===== src/rtl/c8008_pkg.sv =====
// Shared types and constants for the 8008 instruction step core.
package c8008_pkg;

    localparam int unsigned REG_A = 0;
    localparam int unsigned REG_H = 5;
    localparam int unsigned REG_L = 6;
    localparam int unsigned REG_M = 7;
    localparam logic [15:0] FRAME_RESET = 16'd256;

    // One beat as it travels from the front part through the queue.
    typedef struct packed {
        logic       command;
        logic [7:0] opcode;
        logic [7:0] byte_two;
        logic [7:0] byte_three;
        logic [7:0] memory_at_hl;
        logic [7:0] io_return;
        logic [7:0] interrupt_vector;
        logic [1:0] length;
        logic       is_halt_op;
    } t_item;

    function automatic logic [1:0] instr_length(input logic [7:0] op);
        logic [4:0] cls;
        cls = {op[7:6], op[2:0]};
        if (cls == 5'd4 || cls == 5'd6) begin
            instr_length = 2'd2;
        end else if ((cls & 5'h19) == 5'h08) begin
            instr_length = 2'd3;
        end else begin
            instr_length = 2'd1;
        end
    endfunction

endpackage


===== src/rtl/c8008_front.sv =====
// Front part: takes input beats, classifies them and holds a two-entry queue.
module c8008_front (
    input  logic                  i_clk,
    input  logic                  i_rst_n,
    input  logic                  i_valid,
    output logic                  o_ready,
    input  c8008_pkg::t_item      i_item,
    output logic                  o_q_valid,
    output c8008_pkg::t_item      o_q_item,
    input  logic                  i_q_pop
);
    c8008_pkg::t_item r_mem [2];
    logic r_wp, r_rp;
    logic [1:0] r_cnt;
    logic push;
    c8008_pkg::t_item cls_item;

    always_comb begin
        cls_item = i_item;
        cls_item.length = c8008_pkg::instr_length(i_item.opcode);
        cls_item.is_halt_op = (i_item.opcode < 8'd2) || (i_item.opcode == 8'hFF);
    end

    assign o_ready   = (r_cnt != 2'd2);
    assign push      = i_valid && o_ready;
    assign o_q_valid = (r_cnt != 2'd0);
    assign o_q_item  = r_mem[r_rp];

    always_ff @(posedge i_clk) begin
        if (push) begin
            r_mem[r_wp] <= cls_item;
        end
        if (!i_rst_n) begin
            r_wp <= 1'b0;
            r_rp <= 1'b0;
            r_cnt <= 2'd0;
        end else begin
            if (push) r_wp <= ~r_wp;
            if (i_q_pop) r_rp <= ~r_rp;
            r_cnt <= r_cnt + {1'b0, push} - {1'b0, i_q_pop};
        end
    end
endmodule


===== src/rtl/c8008_back.sv =====
// Back part: executes one queued instruction per cycle, while the output register is empty or being taken.
module c8008_back #(
    parameter int unsigned STACK_DEPTH  = 8,
    parameter int unsigned ADDRESS_BITS = 14
) (
    input  logic                    i_clk,
    input  logic                    i_rst_n,
    input  logic                    i_cfg_we,
    input  logic [15:0]             i_cfg_data,
    input  logic                    i_q_valid,
    input  c8008_pkg::t_item        i_q_item,
    output logic                    o_q_pop,
    output logic                    o_valid,
    input  logic                    i_ready,
    output logic [13:0]             o_next_pc,
    output logic [13:0]             o_hl_address,
    output logic                    o_mem_write,
    output logic [13:0]             o_mem_write_address,
    output logic [7:0]              o_mem_write_data,
    output logic                    o_io_access,
    output logic [4:0]              o_io_port,
    output logic [7:0]              o_io_out_data,
    output logic [1:0]              o_bytes_used,
    output logic                    o_halted,
    output logic                    o_frame_end
);
    localparam int unsigned SPW = (STACK_DEPTH > 1) ? $clog2(STACK_DEPTH) : 1;
    localparam logic [SPW-1:0] SP_LAST = SPW'(STACK_DEPTH - 1);
    localparam logic [15:0] ADDR_MASK = 16'((1 << ADDRESS_BITS) - 1);

    logic [7:0]              r_regs [8];
    logic [ADDRESS_BITS-1:0] r_stack [STACK_DEPTH];
    logic                    r_carry, r_halt, r_valid;
    logic [7:0]              r_flag;
    logic [SPW-1:0]          r_sp;
    logic [15:0]             r_cyc, r_frame;

    logic [7:0]              n_regs [8];
    logic                    n_carry, n_halt;
    logic [7:0]              n_flag;
    logic [SPW-1:0]          n_sp;
    logic [15:0]             n_cyc;
    logic                    stk_we, adv_we;
    logic [SPW-1:0]          stk_wa;
    logic [ADDRESS_BITS-1:0] stk_wd, n_pc, pc_adv;
    logic                    n_mw, n_io, n_fe;
    logic [13:0]             n_mwa;
    logic [7:0]              n_mwd, n_iod;
    logic [4:0]              n_port;
    logic [1:0]              n_len;

    assign o_q_pop = i_q_valid && (!r_valid || i_ready);
    assign o_valid = r_valid;

    function automatic logic [SPW-1:0] sp_inc(input logic [SPW-1:0] s);
        sp_inc = (s == SP_LAST) ? '0 : s + 1'b1;
    endfunction
    function automatic logic [SPW-1:0] sp_dec(input logic [SPW-1:0] s);
        sp_dec = (s == '0) ? SP_LAST : s - 1'b1;
    endfunction

    always_comb begin
        logic [7:0] op, a, opnd, res;
        logic [8:0] sum;
        logic [4:0] cls;
        logic [2:0] f, rd;
        logic       cond, p;
        logic [4:0] cost;
        logic [15:0] hl;
        logic [16:0] cnt;
        op = i_q_item.opcode;
        cls = {op[7:6], op[2:0]};
        rd = op[5:3];
        f = op[5:3];
        for (int i = 0; i < 8; i++) n_regs[i] = r_regs[i];
        n_carry = r_carry; n_halt = r_halt; n_flag = r_flag; n_sp = r_sp; n_cyc = r_cyc;
        stk_we = 1'b0; stk_wa = r_sp; stk_wd = '0; adv_we = 1'b0;
        n_mw = 1'b0; n_mwa = '0; n_mwd = '0; n_io = 1'b0; n_port = '0; n_iod = '0;
        n_len = '0; n_fe = 1'b0; cost = '0;
        a = r_regs[c8008_pkg::REG_A];
        opnd = 8'h00; res = 8'h00; sum = 9'h000;
        case (op[4:3])
            2'd0: p = r_carry;
            2'd1: p = (r_flag == 8'h00);
            2'd2: p = r_flag[7];
            default: p = ~^r_flag;
        endcase
        cond = op[5] ? p : ~p;
        pc_adv = r_stack[r_sp] + ADDRESS_BITS'(i_q_item.length);
        hl = {r_regs[c8008_pkg::REG_H], r_regs[c8008_pkg::REG_L]} & ADDR_MASK;
        cnt = '0;
        if (i_q_item.command) begin
            n_halt = 1'b0;
            n_sp = sp_inc(r_sp);
            stk_we = 1'b1; stk_wa = n_sp;
            stk_wd = ADDRESS_BITS'(i_q_item.interrupt_vector);
        end else if (r_halt) begin
            n_cyc = '0;
            n_fe = 1'b1;
        end else begin
            n_len = i_q_item.length;
            // The current stack slot always advances past the instruction; a
            // taken jump, call or restart writes its target on top of that.
            adv_we = 1'b1;
            if (i_q_item.is_halt_op) begin
                n_halt = 1'b1;
                cnt = {1'b0, r_frame};
            end else begin
                if (cls == 5'h04 || (cls >= 5'h10 && cls < 5'h18)) begin
                    // ALU group: immediate or register/memory source
                    if (cls == 5'h04) begin
                        opnd = i_q_item.byte_two;
                    end else if (op[2:0] == 3'd7) begin
                        opnd = i_q_item.memory_at_hl;
                    end else begin
                        opnd = r_regs[op[2:0]];
                    end
                    case (f)
                        3'd0: sum = {1'b0, a} + {1'b0, opnd};
                        3'd1: sum = {1'b0, a} + {1'b0, opnd} + {8'h00, r_carry};
                        3'd2, 3'd7: sum = {1'b0, a} - {1'b0, opnd};
                        3'd3: sum = {1'b0, a} - {1'b0, opnd} - {8'h00, r_carry};
                        3'd4: sum = {1'b0, a & opnd};
                        3'd5: sum = {1'b0, a ^ opnd};
                        default: sum = {1'b0, a | opnd};
                    endcase
                    n_carry = sum[8];
                    n_flag = sum[7:0];
                    if (f != 3'd7) n_regs[c8008_pkg::REG_A] = sum[7:0];
                    if (cls[4] && op[2:0] == 3'd7) n_regs[c8008_pkg::REG_M] = i_q_item.memory_at_hl;
                    cost = (cls == 5'h04) ? 5'd8 : 5'd6;
                end else if (cls >= 5'h18) begin
                    opnd = (op[2:0] == 3'd7) ? i_q_item.memory_at_hl : r_regs[op[2:0]];
                    if (op[2:0] == 3'd7) n_regs[c8008_pkg::REG_M] = i_q_item.memory_at_hl;
                    n_regs[rd] = opnd;
                    if (rd == 3'd7) begin
                        n_mw = 1'b1; n_mwa = hl[13:0]; n_mwd = opnd;
                    end
                    cost = 5'd6;
                end else begin
                    case (cls)
                        5'h00, 5'h01: begin
                            res = r_regs[rd] + (op[0] ? 8'hFF : 8'h01);
                            n_regs[rd] = res; n_flag = res; cost = 5'd5;
                        end
                        5'h02: begin
                            case (op)
                                8'h02: begin n_regs[0] = {a[6:0], a[7]}; n_carry = a[7]; end
                                8'h0A: begin n_regs[0] = {a[0], a[7:1]}; n_carry = a[0]; end
                                8'h12: begin n_regs[0] = {a[6:0], r_carry}; n_carry = a[7]; end
                                8'h1A: begin n_regs[0] = {r_carry, a[7:1]}; n_carry = a[0]; end
                                default: ;
                            endcase
                            cost = 5'd5;
                        end
                        5'h03, 5'h07: begin
                            if (cls == 5'h07 || cond) n_sp = sp_dec(r_sp);
                            cost = 5'd4;
                        end
                        5'h05: begin
                            n_sp = sp_inc(r_sp);
                            stk_we = 1'b1;
                            stk_wa = n_sp; stk_wd = ADDRESS_BITS'({op[5:3], 3'b000});
                            cost = 5'd5;
                        end
                        5'h06: begin
                            n_regs[rd] = i_q_item.byte_two;
                            if (rd == 3'd7) begin
                                n_mw = 1'b1; n_mwa = hl[13:0]; n_mwd = i_q_item.byte_two;
                            end
                            cost = 5'd8;
                        end
                        5'h08, 5'h0A, 5'h0C, 5'h0E: begin
                            if (op[2] || cond) begin
                                if (op[1]) n_sp = sp_inc(r_sp);
                                stk_we = 1'b1;
                                stk_wa = n_sp;
                                stk_wd = ADDRESS_BITS'({i_q_item.byte_three, i_q_item.byte_two});
                            end
                            cost = 5'd10;
                        end
                        5'h09, 5'h0B, 5'h0D, 5'h0F: begin
                            n_io = 1'b1; n_port = op[5:1]; n_iod = a;
                            n_regs[0] = i_q_item.io_return;
                            cost = 5'd7;
                        end
                        default: ;
                    endcase
                end
                cnt = {1'b0, r_cyc} + 17'(cost);
                cnt[16] = 1'b0;
            end
            if (cnt[15:0] >= r_frame) begin
                n_cyc = cnt[15:0] - r_frame;
                n_fe = 1'b1;
            end else begin
                n_cyc = cnt[15:0];
            end
        end
        if (stk_we && stk_wa == n_sp) begin
            n_pc = stk_wd;
        end else if (adv_we && r_sp == n_sp) begin
            n_pc = pc_adv;
        end else begin
            n_pc = r_stack[n_sp];
        end
    end

    always_ff @(posedge i_clk) begin
        if (o_q_pop) begin
            if (adv_we) r_stack[r_sp] <= pc_adv;
            if (stk_we) r_stack[stk_wa] <= stk_wd;
            o_next_pc           <= 14'(n_pc);
            o_hl_address        <= 14'({n_regs[c8008_pkg::REG_H], n_regs[c8008_pkg::REG_L]}
                                       & ADDR_MASK);
            o_mem_write         <= n_mw;
            o_mem_write_address <= n_mwa & ADDR_MASK[13:0];
            o_mem_write_data    <= n_mwd;
            o_io_access         <= n_io;
            o_io_port           <= n_port;
            o_io_out_data       <= n_iod;
            o_bytes_used        <= n_len;
            o_halted            <= n_halt;
            o_frame_end         <= n_fe;
        end
        if (!i_rst_n) begin
            for (int i = 0; i < 8; i++) r_regs[i] <= 8'h00;
            for (int i = 0; i < STACK_DEPTH; i++) r_stack[i] <= '0;
            r_carry <= 1'b0; r_halt <= 1'b0; r_flag <= 8'h00; r_sp <= '0;
            r_cyc <= 16'h0000; r_frame <= c8008_pkg::FRAME_RESET; r_valid <= 1'b0;
        end else begin
            if (i_cfg_we) r_frame <= i_cfg_data;
            if (o_q_pop) begin
                for (int i = 0; i < 8; i++) r_regs[i] <= n_regs[i];
                r_carry <= n_carry; r_halt <= n_halt; r_flag <= n_flag;
                r_sp <= n_sp; r_cyc <= n_cyc;
                r_valid <= 1'b1;
            end else if (i_ready) begin
                r_valid <= 1'b0;
            end
        end
    end
endmodule


===== src/rtl/cpu_8008_instruction_step.sv =====
// Top level of the 8008 instruction step core: front queue plus execute back end.
// The core runs one 8008 instruction, or takes one interrupt, per input beat.
// The input channel (i_valid/o_ready) carries the opcode, the two bytes after
// it, the memory byte at HL, the I/O return value and an interrupt vector.
// The output channel (o_valid/i_ready) returns one result beat per input beat:
// next PC, HL, any memory write at HL, any I/O access, the instruction length,
// the halt state and the frame-end flag.
// The front end classifies each beat (length, halt opcode) and places it in
// a two-entry queue. The back end executes the queue head combinationally and
// registers the result as it pops the head, so each beat is held first in a
// queue entry and then in the output register, where o_valid marks it.
// Throughput is one beat per cycle while i_ready stays high; the limit is the
// execute loop through the register file, flags and program-counter stack.
// When the receiver stalls, the output register holds its beat, the back end
// stops draining, and the queue absorbs up to two more beats before o_ready
// falls. Reset clears registers, flags, stack and counters, empties the queue,
// and restores the frame size to 256. i_cfg_we writes the frame size at any
// edge; it is meant to change only while the core is idle.
module cpu_8008_instruction_step #(
    parameter int unsigned STACK_DEPTH  = 8,
    parameter int unsigned ADDRESS_BITS = 14
) (
    input  logic        i_clk,
    input  logic        i_rst_n,
    input  logic        i_cfg_we,
    input  logic [15:0] i_cfg_data,
    input  logic        i_valid,
    output logic        o_ready,
    input  logic        i_command,
    input  logic [7:0]  i_opcode,
    input  logic [7:0]  i_byte_two,
    input  logic [7:0]  i_byte_three,
    input  logic [7:0]  i_memory_at_hl,
    input  logic [7:0]  i_io_return,
    input  logic [7:0]  i_interrupt_vector,
    output logic        o_valid,
    input  logic        i_ready,
    output logic [13:0] o_next_pc,
    output logic [13:0] o_hl_address,
    output logic        o_mem_write,
    output logic [13:0] o_mem_write_address,
    output logic [7:0]  o_mem_write_data,
    output logic        o_io_access,
    output logic [4:0]  o_io_port,
    output logic [7:0]  o_io_out_data,
    output logic [1:0]  o_bytes_used,
    output logic        o_halted,
    output logic        o_frame_end
);
    c8008_pkg::t_item in_item, q_item;
    logic q_valid, q_pop;

    // The classification fields are filled in by the front end.
    always_comb begin
        in_item = '0;
        in_item.command          = i_command;
        in_item.opcode           = i_opcode;
        in_item.byte_two         = i_byte_two;
        in_item.byte_three       = i_byte_three;
        in_item.memory_at_hl     = i_memory_at_hl;
        in_item.io_return        = i_io_return;
        in_item.interrupt_vector = i_interrupt_vector;
    end

    c8008_front u_front (
        .i_clk(i_clk), .i_rst_n(i_rst_n),
        .i_valid(i_valid), .o_ready(o_ready), .i_item(in_item),
        .o_q_valid(q_valid), .o_q_item(q_item), .i_q_pop(q_pop)
    );

    c8008_back #(.STACK_DEPTH(STACK_DEPTH), .ADDRESS_BITS(ADDRESS_BITS)) u_back (
        .i_clk(i_clk), .i_rst_n(i_rst_n),
        .i_cfg_we(i_cfg_we), .i_cfg_data(i_cfg_data),
        .i_q_valid(q_valid), .i_q_item(q_item), .o_q_pop(q_pop),
        .o_valid(o_valid), .i_ready(i_ready),
        .o_next_pc(o_next_pc), .o_hl_address(o_hl_address),
        .o_mem_write(o_mem_write), .o_mem_write_address(o_mem_write_address),
        .o_mem_write_data(o_mem_write_data), .o_io_access(o_io_access),
        .o_io_port(o_io_port), .o_io_out_data(o_io_out_data),
        .o_bytes_used(o_bytes_used), .o_halted(o_halted), .o_frame_end(o_frame_end)
    );
endmodule


===== config.mk =====
export PLATFORM = sky130hd
export DESIGN_NAME = cpu_8008_instruction_step
export DESIGN_NICKNAME = d
export VERILOG_FILES = /design/src/rtl/c8008_pkg.sv /design/src/rtl/c8008_front.sv /design/src/rtl/c8008_back.sv /design/src/rtl/cpu_8008_instruction_step.sv
export SDC_FILE = /design/constraint.sdc
export NUM_CORES = 1
export LEC_CHECK = 0
export BUFFER_PORTS_ARGS = -buffer_cell sky130_fd_sc_hd__buf_4
export CAP_MARGIN = 20
export CORE_MARGIN = 2
export CORE_UTILIZATION = 35
export CTS_BUF_LIST = sky130_fd_sc_hd__clkbuf_8
export DETAILED_ROUTE_END_ITERATION = 10
export SYNTH_ARGS = -nofsm -noshare
export SYNTH_HDL_FRONTEND = slang
export SYNTH_SLANG_ARGS = --single-unit

===== constraint.sdc =====
create_clock -name i_clk -period 6.8 [get_ports i_clk]
set_clock_uncertainty 0.05 [all_clocks]
set_input_delay 0 -clock i_clk [delete_from_list [all_inputs] [get_ports i_clk]]
set_output_delay 0 -clock i_clk [all_outputs]
set_load 0.05 [all_outputs]

==> summary.md, run 1 <==
| Metric | Value |
|---|---|
| Status | completed |
| EDFF count, synth | 233 |
| Fin nets | 3322 |
| Die width | 277 um |
| Asr flop ratio synth | 0% |
| Worst setup path class | reg2reg |
| Root buffer cell | clkbuf_8 |
| Mapped Area | 26100 um^2 |
| Crit-path max FO | 24 |
| CP bufs+invs | 2 |
| Endpoint class of the critical path | register |
| Final Cycle Share | 92.8% |
| Pin count of the biggest net entering global routing | 72 |
| Row Count | 100 |
| Clk_lat worst skew | 0.72 ns |
| Register area | 10300 um^2 |
| Post-DP HPWL | 63.4 mm |
| Rel. slew slack | 21.6% |
| Cell Area, Placed | 28300 um^2 |
| Worst-path clk slew | 0.06 ns |
| Pwr Density | 423 nW/um^2 |
| CTS tree | yes |
| Max Cap Violations | 0 |
| IO Port Bufs | 138 |
| Drt first pass iters | 8 |
| Post-CTS sizing | 0 |
| Die area | 76700 um^2 |
| Synth cell types | 99 |
| Synth area leaders | edfxtp_1, dfxtp_1, nand2_1 |
| Synth Net Count | 3097 |
| Crit path arrival time | 6.71 ns |
| Startpoint types | register |
| Post-synth top area cell | edfxtp_1 |
| Max incr delay on CP | 0.53 ns |
| Fin. max-slew vios | 0 |
| CP Cell Sequence | buf_4 > mux2_2 > nand2_1 > o21ai_0 > a31oi_1 > a21oi_1 > a21oi_1 > nand2_1 > o21ai_0 > inv_1 > ha_1 > o21ai_0 > a21o_1 > a21oi_1 > xnor2_1 > nor4b_1 > xnor2_1 > a32oi_1 > o21ai_0 > o21ai_0 > o22ai_1 |
| Multi-input gate area | 14800 um^2 |
| Placer Congestion | 0.953 |
| WL/cell | 22.5 um |
| Synth Flop Type | edfxtp_1 |
| Post-synthesis cell count | 2955 |
| All-Layer GR Usage | 23.9% |
| Die height | 277 um |
| Top Family by Delay on Critical Path | compound AO/OA/AOI/OAI gates |
| Cell repeated most along the worst path | o21ai_0 |
| Count leader, synth | nand2_1 |
| VDD IR-drop max | 0.253 mV |
| Fillers | 7344 |
| Req. time, crit path | 7.20 ns |
| Setup TNS | 0 ns |
| FMAX | 0.158 GHz |
| Clock Tree Buf Depth | 3 |
| Crit path max-delay cell type | a21oi_1 |
| Sequential area share after synthesis | 39.6% |
| Final Instance Area | 31000 um^2 |
| Total global routing overflow | 0 |
| Synth Area per Inst | 8.82 um^2 |
| Vias | 24748 |
| Clock Sinks | 399 |
| Ports | 141 |
| Placeable Area | 74100 um^2 |
| Worst Tran Pin Value | 1.17 ns |
| Post-synth top cells | nand2_1, edfxtp_1, nor2_1 |
| Final Hold Viols | 0 |
| Layout area overhead | 19.0% |
| WL final | 94.5 mm |
| HP Class | in2reg |
| YS warnings | 0 |
| DRC errors left | 0 |
| Static leakage | 11.2 nW |
| Final min period | 6.31 ns |
| Post-DRT Antenna Nets | 0 |
| Initial DRC Count | 2965 |
| H-tree levels | 3 |
| CTS buffer count | 77 |
| Setup violators final | 0 |
| Synth Register Bits | 399 |
| Initial antenna violation count | 6 |
| Share of post-route cells with drive strength above 1 | 16.0% |
| Synth top area share | 26.8% |
| Unrepaired setup endpoints after global routing | no |
| Starting density of the core | 35.2% |
| Vias per Instance | 5.88 |
| First-pass GRT wire length | 143 mm |
| Vias in the first global route | 23091 |
==> placed cells by master (no fill, tap or decap), drive strengths merged, types with 19 or more instances in the layout <==
cell         count
a32oi           27
edfxtp         233
nor3            52
and2            30
a21oi          138
a31oi           46
a221oi          46
xnor2           47
dfxtp          166
a311oi          19
dlygate4sd3    119
o211ai          31
inv            110
a21o            20
a22oi           29
clkbuf          86
mux4            29
o22ai           31
mux2i          116
ha              66
nor2           226
nand3          184
and3            26
nand2          500
buf            228
o21ai          242
mux2           103
xor2            19
==> worst paths after layout <==
path	depth (start not counted)	slack [ns]	start	end
max reg2reg	21	0.49	register	u_back.r_regs[0][7]
min reg2reg	2	0.41	u_back.r_cyc[10]	u_back.r_cyc[10]
max	21	0.49	register	u_back.r_regs[0][7]
min	2	0.06	i_byte_two[6]	u_front.r_mem[0][41]
==> sequential cells by signal, indices dropped and copies added (netlist names), 8 cells and up, named ones only <==
register                    cells
u_back.r_stack                112
u_front.r_mem                 100
u_back.r_regs                  64
u_back.r_cyc                   16
u_back.r_frame                 16
u_back.o_hl_address            14
u_back.o_mem_write_address     14
u_back.o_next_pc               14
u_back.o_io_out_data            8
u_back.o_mem_write_data         8
u_back.r_flag                   8
==> cell type report <==
class,instances,area share [%]
clock buffers,86,3.82
diodes,3,0.0242
repair buffers,347,9.61
multi-input cells,2277,47.6
well taps,969,3.91
inverters,78,0.952
flip-flops and latches,399,33.3
clock inverters,49,0.851
==> metrics by stage <==
step,worst slack [ns],hold WS (ns),power (mW),std cells,utilization [%]
after floorplan,0.586,0.0489,8.31,2955,-
after global placement,0.473,0.136,10.5,3946,38.2
after detailed placement,0.762,0.138,10.6,3947,38.2
after CTS,0.738,0.00274,13.0,4201,41.8
after global routing,0.125,0.0142,13.8,4207,41.9
final,0.487,0.0645,13.1,4208,41.9
==> power by group <==
group          switching (mW)  internal (mW)
Clock                    1.12           1.20
Combinational            4.81           2.41
Sequential              0.408           3.16
Total                    6.34           6.78
==> cells by family (layout without fill, tap and decap cells) <==
group | Yosys count | after routing | synth area share, %
simple gates | 1113 | 1113 | 19.0
buf+inv | 279 | 560 | 4.32
other cells | 0 | 3 | 0
mux | 248 | 248 | 11.6
compound gates | 776 | 776 | 19.5
xor+xnor | 67 | 67 | 2.30
fa+ha+maj | 73 | 73 | 3.67
flops | 399 | 399 | 39.6
==> layer usage <==
| layer | vias up | GRT usage (%) | wire length, um |
|---|---|---|---|
| li1 | 11400 | - | - |
| met1 | 11756 | 33.3 | 40200 |
| met2 | 1371 | 36.3 | 41200 |
| met3 | 217 | 5.26 | 9940 |
| met4 | 4 | 8.93 | 3100 |
| met5 | - | 0 | 24 |
==> repair_timing <==
item / 4_1_cts / 5_1_grt
buffers inserted: 0 / 0
hold buffers: 119 / 0
hold endpoints to repair: 166 / 0
No activity file was read; power rests on OpenSTA's default activity.
==> inputs of run 2 (changes only) <==
--- a/config.mk
+++ b/config.mk
@@ -11,6 +11,7 @@
 export CORE_UTILIZATION = 35
 export CTS_BUF_LIST = sky130_fd_sc_hd__clkbuf_8
 export DETAILED_ROUTE_END_ITERATION = 10
+export GPL_TIMING_DRIVEN = 0
 export SYNTH_ARGS = -nofsm -noshare
 export SYNTH_HDL_FRONTEND = slang
 export SYNTH_SLANG_ARGS = --single-unit
==> summary.md, run 2 (same netlist as run 1, synthesis figures left out) <==
| Metric | Value |
|---|---|
| CTS tree | yes (unchanged) |
| WL/cell | 23.8 um (was 22.5 um) |
| VDD IR-drop max | 0.212 mV (was 0.253 mV) |
| Post-DP HPWL | 77.5 mm (was 63.4 mm) |
| Clk_lat worst skew | 0.70 ns (was 0.72 ns) |
| Worst Tran Pin Value | 1.17 ns (about the same) |
| R2r setup slk | 0.15 ns (was 0.49 ns) |
| DP Worst Slack | -1.07 ns (was 0.762 ns) |
| All-Layer GR Usage | 26.1% (was 23.9%) |
| Layout area overhead | 19.6% (was 19.0%) |
| FF-to-FF End | u_back.r_regs[6][6] (was u_back.r_regs[0][7]) |
| Root buffer cell | clkbuf_8 (unchanged) |
| Rel. slew slack | 21.5% (was 21.6%) |
| Ports | 141 (unchanged) |
| Setup TNS | 0 ns (unchanged) |
| Die width | 277 um (unchanged) |
| Worst-path clk slew | 0.06 ns (about the same) |
| DRC errors left | 0 (unchanged) |
| Largest register FFs | 112 (unchanged) |
| Crit-path max FO | 10 (was 24) |
| Endpoint class of the critical path | register (unchanged) |
| Static leakage | 11.1 nW (was 11.2 nW) |
| Clock Sinks | 399 (unchanged) |
| Fin nets | 3430 (was 3322) |
| Final Instance Area | 31200 um^2 (was 31000 um^2) |
| Most frequent cells in the layout | nand2_1, edfxtp_1, nor2_1 (was nand2_1, edfxtp_1, buf_4) |
| Crit path arrival time | 7.04 ns (was 6.71 ns) |
| Pin count of the biggest net entering global routing | 42 (was 72) |
| Hold slack | 0.0177 ns (was 0.0645 ns) |
| Initial antenna violation count | 3 (was 6) |
| Largest registers | u_back.r_stack (112), u_front.r_mem (100), u_back.r_regs (64) (unchanged) |
| Startpoint types | register (unchanged) |
| H-tree levels | 3 (unchanged) |
| Setup violators final | 0 (unchanged) |
| Register area | 10300 um^2 (about the same) |
| Setup crit end | u_back.r_regs[6][6] (was u_back.r_regs[0][7]) |
| Pwr Density | 433 nW/um^2 (was 423 nW/um^2) |
| Placer Congestion | 0.996 (was 0.953) |
| WL final | 103 mm (was 94.5 mm) |
| Vias per Instance | 5.96 (was 5.88) |
| Req. time, crit path | 7.20 ns (about the same) |
| Setup WS post-layout | 0.153 ns (was 0.487 ns) |
| FMAX | 0.150 GHz (was 0.158 GHz) |
| First-pass GRT wire length | 153 mm (was 143 mm) |
| Top reg by flops | u_back.r_stack (unchanged) |
| Multi-input gate area | 14700 um^2 (was 14800 um^2) |
| Final min period | 6.65 ns (was 6.31 ns) |
| Share of post-route cells with drive strength above 1 | 14.2% (was 16.0%) |
| Clock Tree Buf Depth | 3 (unchanged) |
| Vias | 25724 (was 24748) |
| Most common cell after layout, fill and taps aside | nand2_1 (unchanged) |
| Post-DRT Antenna Nets | 0 (unchanged) |
| Row Count | 100 (unchanged) |
| Final Cycle Share | 97.8% (was 92.8%) |
| Total global routing overflow | 0 (unchanged) |
| Status | completed (unchanged) |
| HP Class | in2reg (unchanged) |
| Drt first pass iters | 6 (was 8) |
| Final Hold Viols | 0 (unchanged) |
| Pwr Total | 13.5 mW (was 13.1 mW) |
| Placeable Area | 74100 um^2 (unchanged) |
| Unrepaired setup endpoints after global routing | no (unchanged) |
| Fin. max-slew vios | 0 (unchanged) |
| Vias in the first global route | 24230 (was 23091) |
| Initial DRC Count | 3069 (was 2965) |
| Worst setup path class | reg2reg (unchanged) |
| Starting density of the core | 35.2% (unchanged) |
| Cell Area, Placed | 28400 um^2 (was 28300 um^2) |
| IO Port Bufs | 136 (was 138) |
| CTS buffer count | 75 (was 77) |
| Die height | 277 um (unchanged) |
| Max Cap Violations | 0 (unchanged) |
| Fillers | 7405 (was 7344) |
| Die area | 76700 um^2 (unchanged) |
| Worst-case reg-to-reg path depth | 21 (unchanged) |
==> run 2: changes by cell type in the layout (fill, tap and decap cells not counted), sizes merged <==
cell	before	now
clkinv	13	20
inv	110	105
clkinvlp	3	2
dlygate4sd3	119	111
bufinv	1	5
clkbuf	86	218
buf	228	210
==> run 2: worst max-delay path, stage by stage, from the launching register on <==
cell,delay (ns)
dfxtp_1,0.32
buf_6,0.16
mux2i_2,0.54
clkbuf_1,0.58
buf_1,0.48
clkbuf_1,0.48
buf_1,0.51
nand2_1,0.11
nand3_1,0.10
nand3_1,0.12
nand2_1,0.18
ha_1,0.29
nor2b_1,0.15
o21ai_0,0.17
nand2b_1,0.12
a21o_1,0.19
a21oi_1,0.16
xor2_1,0.49
o22ai_1,0.20
nor2_2,0.50
o21ai_0,0.25
and2_1,0.21
==> run 2: metal layers <==
metal / vias up / track usage [%] / routed length [um]
met5: - / 0 / 0
met4: 0 / 11.6 / 4630
met3: 281 / 5.46 / 11200
met2: 1617 / 38.7 / 43300
met1: 12216 / 36.3 / 43600
li1: 11610 / - / -
==> run 2: cell type report <==
cell class | instances | share of cell area [%]
Antenna cell | 3 | 0.0241
Buffer | 199 | 2.70
Clock buffer | 82 | 3.62
Clock inverter | 54 | 1.20
Inverter | 78 | 0.939
Multi-Input combinational cell | 2277 | 47.2
Sequential cell | 399 | 33.1
Tap cell | 969 | 3.89
Timing Repair Buffer | 258 | 7.28
==> run 2: power breakdown <==
group / internal (mW) / leakage (nW) / switching [mW]
sequential: 3.15 / 3.63 / 0.362
combinational: 2.40 / 6.66 / 5.17
clock: 1.31 / 0.858 / 1.09
total: 6.86 / 11.1 / 6.63
==> run 2: timing repair <==
action | 4_1_cts | 5_1_grt
gates resized for setup | 12 | 19
pin swaps | 1 | 1
buffers inserted | 1 | 2
hold buffers | 111 | 0
setup endpoints to repair | 22 | 41
endpoints found under the hold margin | 152 | 0
cloned | 0 | 0
==> run 2: how the worst min path moves through the flow <==
stage / from / cells after the start / to / slack (ns)
final: i_byte_two[5] / 2 / u_front.r_mem[0][40] / 0.02
after global routing: i_memory_at_hl[6] / 2 / u_front.r_mem[0][25] / 0.02
after CTS: i_byte_two[5] / 2 / u_front.r_mem[1][40] / 0.0008
after detailed placement: i_interrupt_vector[4] / 1 / u_front.r_mem[1][7] / 0.14
after global placement: i_interrupt_vector[1] / 1 / u_front.r_mem[0][4] / 0.14
after floorplan: i_interrupt_vector[7] / 0 / u_front.r_mem[0][10] / 0.05
==> run 2: per-stage QoR <==
stage | instances | util, %
after floorplan | 2955 | -
after global placement | 4060 | 38.2
after detailed placement | 4068 | 38.4
after CTS | 4315 | 42.0
after global routing | 4318 | 42.1
final | 4319 | 42.1
